`src/rtl/core/bsa_pkg.sv`:
```
`timescale 1ns / 1ps

package bsa_pkg;

  localparam int CFG_IDX_W = 3;
  localparam int CFG_DATA_W = 64;

  localparam logic [CFG_IDX_W-1:0] CFG_MAX_SLOTS = 3'd0;
  localparam logic [CFG_IDX_W-1:0] CFG_PAGE_KIND = 3'd1;
  localparam logic [CFG_IDX_W-1:0] CFG_SLOT_WIDTH = 3'd2;
  localparam logic [CFG_IDX_W-1:0] CFG_BASE_ADDR = 3'd3;
  localparam logic [CFG_IDX_W-1:0] CFG_DATA_OFFSET = 3'd4;

  localparam logic [1:0] KIND_VARIABLE = 2'd1;
  localparam logic [1:0] KIND_ENCODED = 2'd2;

  localparam logic [3:0] F_ALLOC_FREE = 4'd0;
  localparam logic [3:0] F_ALLOC_AT = 4'd1;
  localparam logic [3:0] F_RELEASE = 4'd2;
  localparam logic [3:0] F_RELEASE_BYTE = 4'd3;
  localparam logic [3:0] F_SET_VER = 4'd4;
  localparam logic [3:0] F_CLR_VER = 4'd5;
  localparam logic [3:0] F_SET_FULL = 4'd6;
  localparam logic [3:0] F_CLR_FULL = 4'd7;
  localparam logic [3:0] F_LAST = 4'd8;
  localparam logic [3:0] F_CLEAR = 4'd9;

  localparam logic [2:0] ST_OK = 3'd0;
  localparam logic [2:0] ST_FULL = 3'd1;
  localparam logic [2:0] ST_USED = 3'd2;
  localparam logic [2:0] ST_NOT_USED = 3'd3;
  localparam logic [2:0] ST_RANGE = 3'd4;

  typedef struct packed {
    logic [3:0]  func;
    logic [15:0] position;
    logic        transactional;
  } in_t;

  typedef struct packed {
    logic [2:0]  status;
    logic [11:0] slot_index;
    logic [63:0] logical_address;
    logic [27:0] slot_byte_offset;
    logic        full_seen;
    logic [12:0] last_slot;
    logic [12:0] used_count;
  } out_t;

  typedef enum logic [4:0] {
    S_IDLE, S_START, S_DIV, S_POSTDIV, S_READ, S_RWAIT, S_FS_RD, S_FS_CHK,
    S_FS_BIT, S_MUL, S_ADDR, S_L_INIT, S_L_RD, S_L_CHK, S_L_BIT, S_DONE
  } ctrl_state_t;

  typedef enum logic [4:0] {
    OP_NONE, OP_LOAD, OP_START, OP_DIV, OP_POSTDIV, OP_READ, OP_RWAIT,
    OP_FS_RD, OP_FS_CHK, OP_FS_BIT, OP_MUL, OP_ADDR, OP_L_INIT, OP_L_RD,
    OP_L_CHK, OP_L_BIT, OP_OUT
  } dp_op_t;

  typedef struct packed {
    logic start_done;
    logic start_div;
    logic start_scan;
    logic div_last;
    logic div_range;
    logic alloc_ok;
    logic wd_hit;
    logic wd_end;
    logic grp_hit;
    logic slot_over;
  } dp_stat_t;

endpackage

```
`src/rtl/core/bsa_ctrl.sv`:
```
`timescale 1ns / 1ps

module bsa_ctrl (
  input  logic               clk,
  input  logic               rst_n,
  input  logic               in_valid,
  output logic               in_stall,
  output logic               out_valid,
  input  logic               out_stall,
  output bsa_pkg::dp_op_t    op,
  input  bsa_pkg::dp_stat_t  stat
);

  bsa_pkg::ctrl_state_t state_r, state_nxt;
  logic out_valid_r, out_valid_nxt;
  logic out_free;

  assign out_free = !out_valid_r || !out_stall;
  assign in_stall = (state_r != bsa_pkg::S_IDLE);
  assign out_valid = out_valid_r;

  always_comb begin
    state_nxt = state_r;
    case (state_r)
      bsa_pkg::S_IDLE: if (in_valid) state_nxt = bsa_pkg::S_START;
      bsa_pkg::S_START: begin
        if (stat.start_done) state_nxt = bsa_pkg::S_L_INIT;
        else if (stat.start_div) state_nxt = bsa_pkg::S_DIV;
        else if (stat.start_scan) state_nxt = bsa_pkg::S_FS_RD;
        else state_nxt = bsa_pkg::S_READ;
      end
      bsa_pkg::S_DIV: if (stat.div_last) state_nxt = bsa_pkg::S_POSTDIV;
      bsa_pkg::S_POSTDIV: begin
        state_nxt = stat.div_range ? bsa_pkg::S_L_INIT : bsa_pkg::S_READ;
      end
      bsa_pkg::S_READ: state_nxt = bsa_pkg::S_RWAIT;
      bsa_pkg::S_RWAIT: state_nxt = stat.alloc_ok ? bsa_pkg::S_MUL : bsa_pkg::S_L_INIT;
      bsa_pkg::S_FS_RD: state_nxt = bsa_pkg::S_FS_CHK;
      bsa_pkg::S_FS_CHK: begin
        if (stat.wd_hit) state_nxt = bsa_pkg::S_FS_BIT;
        else if (stat.wd_end) state_nxt = bsa_pkg::S_L_INIT;
        else state_nxt = bsa_pkg::S_FS_RD;
      end
      bsa_pkg::S_FS_BIT: begin
        if (stat.grp_hit) begin
          state_nxt = stat.slot_over ? bsa_pkg::S_L_INIT : bsa_pkg::S_READ;
        end
      end
      bsa_pkg::S_MUL: state_nxt = bsa_pkg::S_ADDR;
      bsa_pkg::S_ADDR: state_nxt = bsa_pkg::S_L_INIT;
      bsa_pkg::S_L_INIT: state_nxt = bsa_pkg::S_L_RD;
      bsa_pkg::S_L_RD: state_nxt = bsa_pkg::S_L_CHK;
      bsa_pkg::S_L_CHK: begin
        if (stat.wd_hit) state_nxt = bsa_pkg::S_L_BIT;
        else if (stat.wd_end) state_nxt = bsa_pkg::S_DONE;
        else state_nxt = bsa_pkg::S_L_RD;
      end
      bsa_pkg::S_L_BIT: if (stat.grp_hit) state_nxt = bsa_pkg::S_DONE;
      bsa_pkg::S_DONE: if (out_free) state_nxt = bsa_pkg::S_IDLE;
      default: state_nxt = bsa_pkg::S_IDLE;
    endcase
  end

  always_comb begin
    op = bsa_pkg::OP_NONE;
    out_valid_nxt = out_valid_r && out_stall;
    case (state_r)
      bsa_pkg::S_IDLE: if (in_valid) op = bsa_pkg::OP_LOAD;
      bsa_pkg::S_START: op = bsa_pkg::OP_START;
      bsa_pkg::S_DIV: op = bsa_pkg::OP_DIV;
      bsa_pkg::S_POSTDIV: op = bsa_pkg::OP_POSTDIV;
      bsa_pkg::S_READ: op = bsa_pkg::OP_READ;
      bsa_pkg::S_RWAIT: op = bsa_pkg::OP_RWAIT;
      bsa_pkg::S_FS_RD: op = bsa_pkg::OP_FS_RD;
      bsa_pkg::S_FS_CHK: op = bsa_pkg::OP_FS_CHK;
      bsa_pkg::S_FS_BIT: op = bsa_pkg::OP_FS_BIT;
      bsa_pkg::S_MUL: op = bsa_pkg::OP_MUL;
      bsa_pkg::S_ADDR: op = bsa_pkg::OP_ADDR;
      bsa_pkg::S_L_INIT: op = bsa_pkg::OP_L_INIT;
      bsa_pkg::S_L_RD: op = bsa_pkg::OP_L_RD;
      bsa_pkg::S_L_CHK: op = bsa_pkg::OP_L_CHK;
      bsa_pkg::S_L_BIT: op = bsa_pkg::OP_L_BIT;
      bsa_pkg::S_DONE: begin
        if (out_free) begin
          op = bsa_pkg::OP_OUT;
          out_valid_nxt = 1'b1;
        end
      end
      default: op = bsa_pkg::OP_NONE;
    endcase
  end

  always_ff @(posedge clk) begin
    if (!rst_n) begin
      state_r <= bsa_pkg::S_IDLE;
      out_valid_r <= 1'b0;
    end else begin
      state_r <= state_nxt;
      out_valid_r <= out_valid_nxt;
    end
  end

endmodule

```
`config.mk`:
```
export PLATFORM = sky130hd
export DESIGN_NAME = bsa_ctrl
export DESIGN_NICKNAME = d
export VERILOG_FILES = /design/src/rtl/core/bsa_pkg.sv /design/src/rtl/core/bsa_ctrl.sv
export SDC_FILE = /design/constraint.sdc
export NUM_CORES = 1
export LEC_CHECK = 0
export BUFFER_PORTS_ARGS = -buffer_cell sky130_fd_sc_hd__buf_2
export CAP_MARGIN = 5
export CORE_AREA = 3 3 40 42
export CTS_CLUSTER_DIAMETER = 80
export CTS_CLUSTER_SIZE = 16
export DETAILED_ROUTE_END_ITERATION = 6
export DIE_AREA = 0 0 43 45
export PLACE_DENSITY_LB_ADDON = 0.3
export SETUP_SLACK_MARGIN = 0.4
export SLEW_MARGIN = 20
export SYNTH_ARGS = -nofsm -noshare
export SYNTH_HDL_FRONTEND = slang
export SYNTH_SLANG_ARGS = --single-unit
```
`constraint.sdc`:
```
create_clock -name clk -period 1.7 [get_ports clk]
set_input_delay 0.085 -clock clk [delete_from_list [all_inputs] [get_ports clk]]
set_output_delay 0.085 -clock clk [all_outputs]
set_load 0.005 [all_outputs]
```
Yosys cells after proc, flatten, opt, wreduce, memory -nomap -nowiden
Index checks and enable logic that the tools add are counted.
- eq/ne operators: 20
- muxes and demuxes: 21
- reduce and logical (&&, ||, !) cells: 7
- operators by type and width (cell ; number):
    one-hot mux 5 bit (16 select lines) ; 2
    == test 5 x 4 -> 1 bit, second input constant ; 8
    two-way mux 5 bit ; 6
    == test 5 x 3 -> 1 bit, second input constant ; 4
    two-way mux 4 bit ; 5
    == test 5 x 2 -> 1 bit, second input constant ; 2
    != test 2 bit, second input constant ; 5
    two-way mux 2 bit ; 4
    == test 5 x 1 -> 1 bit, second input constant ; 1
    logical NOT 5 bit ; 1
    AND reduction 5 bit ; 1
    nonzero test 5 bit ; 1
    two-way mux 1 bit ; 3
    two-way mux 3 bit ; 1
    logical NOT 1 bit ; 2
    logical AND 1 bit ; 1
    logical OR 1 bit ; 1
- register bits after elaboration: 6
- input port bits: 14
- output and inout bits: 7
- logic and storage cells: 50

Logic depth before layout (Yosys ltp)
- word-level depth: 4
- depth in mapped cells: 6
- depth with buffers taken out: 4

Least setup slack after synthesis
No wires, ideal clock.
- path type: reg-to-reg
- start: reg state_r[3]
- end: reg state_r[0]
- arrival time: 1226 ps
- data required time: 1578 ps
- setup slack: 352 ps
- cell stages (with the launch flop): 7
- clock period less this slack: 1348 ps
- cell sequence: dfxtp_1 > buf_2 > buf_6 > mux2i_1 > nand3b_1 > a31o_2 > o311a_1
- cells in the longest elaborated chain, start to end: 3
- RTL lines (what ; line ; RTL):
    start, declared ; bsa_ctrl.sv:14 ; bsa_pkg::ctrl_state_t state_r, state_nxt;
    start signal, assigned ; bsa_ctrl.sv:95 ; state_r <= bsa_pkg::S_IDLE;
    start signal, assigned ; bsa_ctrl.sv:98 ; state_r <= state_nxt;
    == test 5 x 4 -> 1 bit (tied with other cells) ; bsa_ctrl.sv:24 ; case (state_r)
    != test 2 bit (no line) ; -- ;
    AND reduction 5 bit (no line) ; -- ;
Parallel ways exist; a longest one is shown, timed or not.
A chain may end at the register's enable or synchronous reset.

Final worst setup path
- start: reg state_r[0]
- end: reg state_r[0]
The elaborated chain is that of the path after synthesis.

==> results.ini <==
[drt]
post-route-drc-count=0
dr.pass1.iters=4
wl_per_cell_um=14.21
antenna_left=0
wl_um=1805
num_vias=716
viasPerCell=5.638
first_iter_violations=13

[clock_tree]
cts_tree=done
clk_pin_slew_ns=0.04
cts_max_level=1
cts_sinks=5
cts_inserted_buffers=3
cts-root-buf=clkbuf_4
cts_buffer_depth=2
clock_latency_ns=0.25

[timing]
fin_skew_ns=0.002511
worstMarginPinSlew_ns=0.3076
whs_ns=0.08616
fin_crit_ns=1.353
setup_viol=0
finalHoldViolCount=0
fin_setup_tns_ns=0
rsz0062_at_grt=true
relSlewSlack_pct=79.40
period_share_pct=79.56
drv_slew=0
fmax_mhz=739.3

[floorplanning]
die_w_um=43
die_h_um=45
io-pin-count=21
coreArea_mm2=0.001285
initial_utilization_pct=43.04
die_area_mm2=0.001935
rows=13

[global_routing]
grt.total_usage_pct=20.90
grt_overflow=0
grt_pass1_wl_um=3049
antenna_found_initial=0
grt_pass1_vias=662
grt_max_degree=10

[setup_path]
start_kind=register
cp_max_fo=6
critPathCaptureType=register
required_ns=1.84
critPathKind=reg2reg
arrival_ns=1.49

[power_and_ir_drop]
switching_share_pct=41.65
pwr-share-seq_pct=20.8
pwr-share-clk_pct=12.2
ir_drop_mv=0.6213
powerDensity_mw_per_mm2=1351
intPower_mw=0.6985
p_sw_mw=0.4985
p_leak_nw=0.4063
p_comb_share_pct=67.0

[yosys]
synth_top_area_share_pct=18.10
synth_cells=75
yosys.area.top_type=dfxtp_1
synth_edf_count=0
syn_avg_cell_area_um2=7.374
yosysSeqAreaShare_pct=18.10
synthArstFlopShare_pct=0
ys_ff_latch=5
synth_flop_cell=dfxtp_1
synthDistinctLibCells=38
synth_fp_nets=89
syn-cell-area_um2=553.0
ys_top_cells_by_area=dfxtp_1 (18%), o2bb2ai_1 (6.3%), a21oi_1 (5.4%)
ys.warnings.count=0

[worst_hold_path]
hp-class=in2reg

[outcome]
status=completed

[cells_and_area]
nets=127
diodes=0
syn_to_final_growth_pct=60.18
drive_gt1_share_pct=53.57
nFillCells=107

[placement]
port_buffers=20
globalplace.congestion=0.8077
dp_hpwl_um=1138

[job]
cap_violations=0

-- synth_stat cells (2+ instances only) --
| master | n |
|---|---|
| nor3_1 | 2 |
| buf_2 | 6 |
| a31oi_1 | 3 |
| nand3b_1 | 2 |
| o21ai_0 | 2 |
| dfxtp_1 | 5 |
| nand2_1 | 4 |
| nor2_1 | 7 |
| xnor2_1 | 2 |
| a211oi_1 | 2 |
| a21oi_1 | 6 |
| nand4b_1 | 2 |
| o2bb2ai_1 | 4 |
| inv_1 | 4 |
-- layer usage --
layer  global-route usage [%]  wire length, um  part of all wire (%)
met2                    37.72              902                    50
met3                    1.195               68                   3.8
met5                        0                0                     0
met4                    9.036               27                   1.5
met1                    25.78              806                    45
-- power by group through the flow --
stage	clock network [mW]	registers [mW]	logic [mW]
3_5_place_dp	0	0.263	0.535
3_3_place_gp	0	0.259	0.525
4_1_cts	0.147	0.250	0.742
5_1_grt	0.161	0.258	0.874
2_1_floorplan	0	0.169	0.459
6_report	0.146	0.249	0.803
-- cells in the final DEF (no fill, tap or decap), types with 2 or more instances in the layout --
cell type,count
a21oi_1,4
a21oi_2,2
a31oi_1,2
buf_2,20
buf_4,14
buf_6,6
clkbuf_4,3
dfxtp_4,4
inv_1,4
nand2_1,3
nand3b_1,2
nand4b_1,2
nor2_1,5
nor2_2,3
o2bb2ai_1,4
xnor2_1,2
-- cells by family (layout without fill, tap and decap cells) --
family	Yosys count	count (layout)	share of synthesized area (%)
AO/OA/AOI/OAI	25	25	31.90
XOR/XNOR	3	3	4.752
buffers and inverters	11	48	10.18
flip-flops	5	5	18.10
multiplexers	1	1	1.810
AND/OR/NAND/NOR	30	30	33.26
-- area by class of cell --
type | instances | area, um^2 | area share (%)
Timing Repair Buffer | 40 | 272.8 | 30.79
Clock buffer | 4 | 26.28 | 2.966
Multi-Input combinational cell | 59 | 437.9 | 49.44
Tap cell | 15 | 18.77 | 2.119
Inverter | 4 | 15.01 | 1.695
Sequential cell | 5 | 115.1 | 12.99
-- path summary, 6_finish.rpt --
kind,cells past startpoint,end,slack [ns],from
worst max-delay path,4,state_r[0],0.35,state_r[0]
worst min-delay path,2,state_r[0],0.09,rst_n
worst max register to register,4,state_r[0],0.35,state_r[0]
worst min register to register,2,out_valid,0.55,out_valid
-- registers in the layout (all words and copies together), names as in the netlist --
register,count
out_valid,1
state_r,4
-- critical path, stage by stage (launching register included) --
cell	delay [ns]
dfxtp_4	0.37
buf_4	0.16
and4b_1	0.22
or2_0	0.22
o311a_1	0.28
-- metrics by stage --
stage	cells	setup WS, ns	util [%]	instance area [um^2]	total power, mW
5_1_grt	127	0.2689	68.94	885.9	1.292
3_5_place_dp	109	0.1460	52.68	676.9	0.7979
3_3_place_gp	109	0.1811	52.68	676.9	0.7845
2_1_floorplan	75	0.3922	-	561.8	0.6277
6_report	127	0.3474	68.94	885.9	1.197
4_1_cts	125	0.3999	66.31	852.1	1.139
-- repair_timing --
item,4_1_cts,5_1_grt
setup buffers,11,2
hold buffers,0,0
setup endpoints to repair,10,7
resized for setup,22,8
cloned,1,0
pin swaps,10,5
endpoints found under the hold margin,0,0
Power figures use the tool's default switching activity.
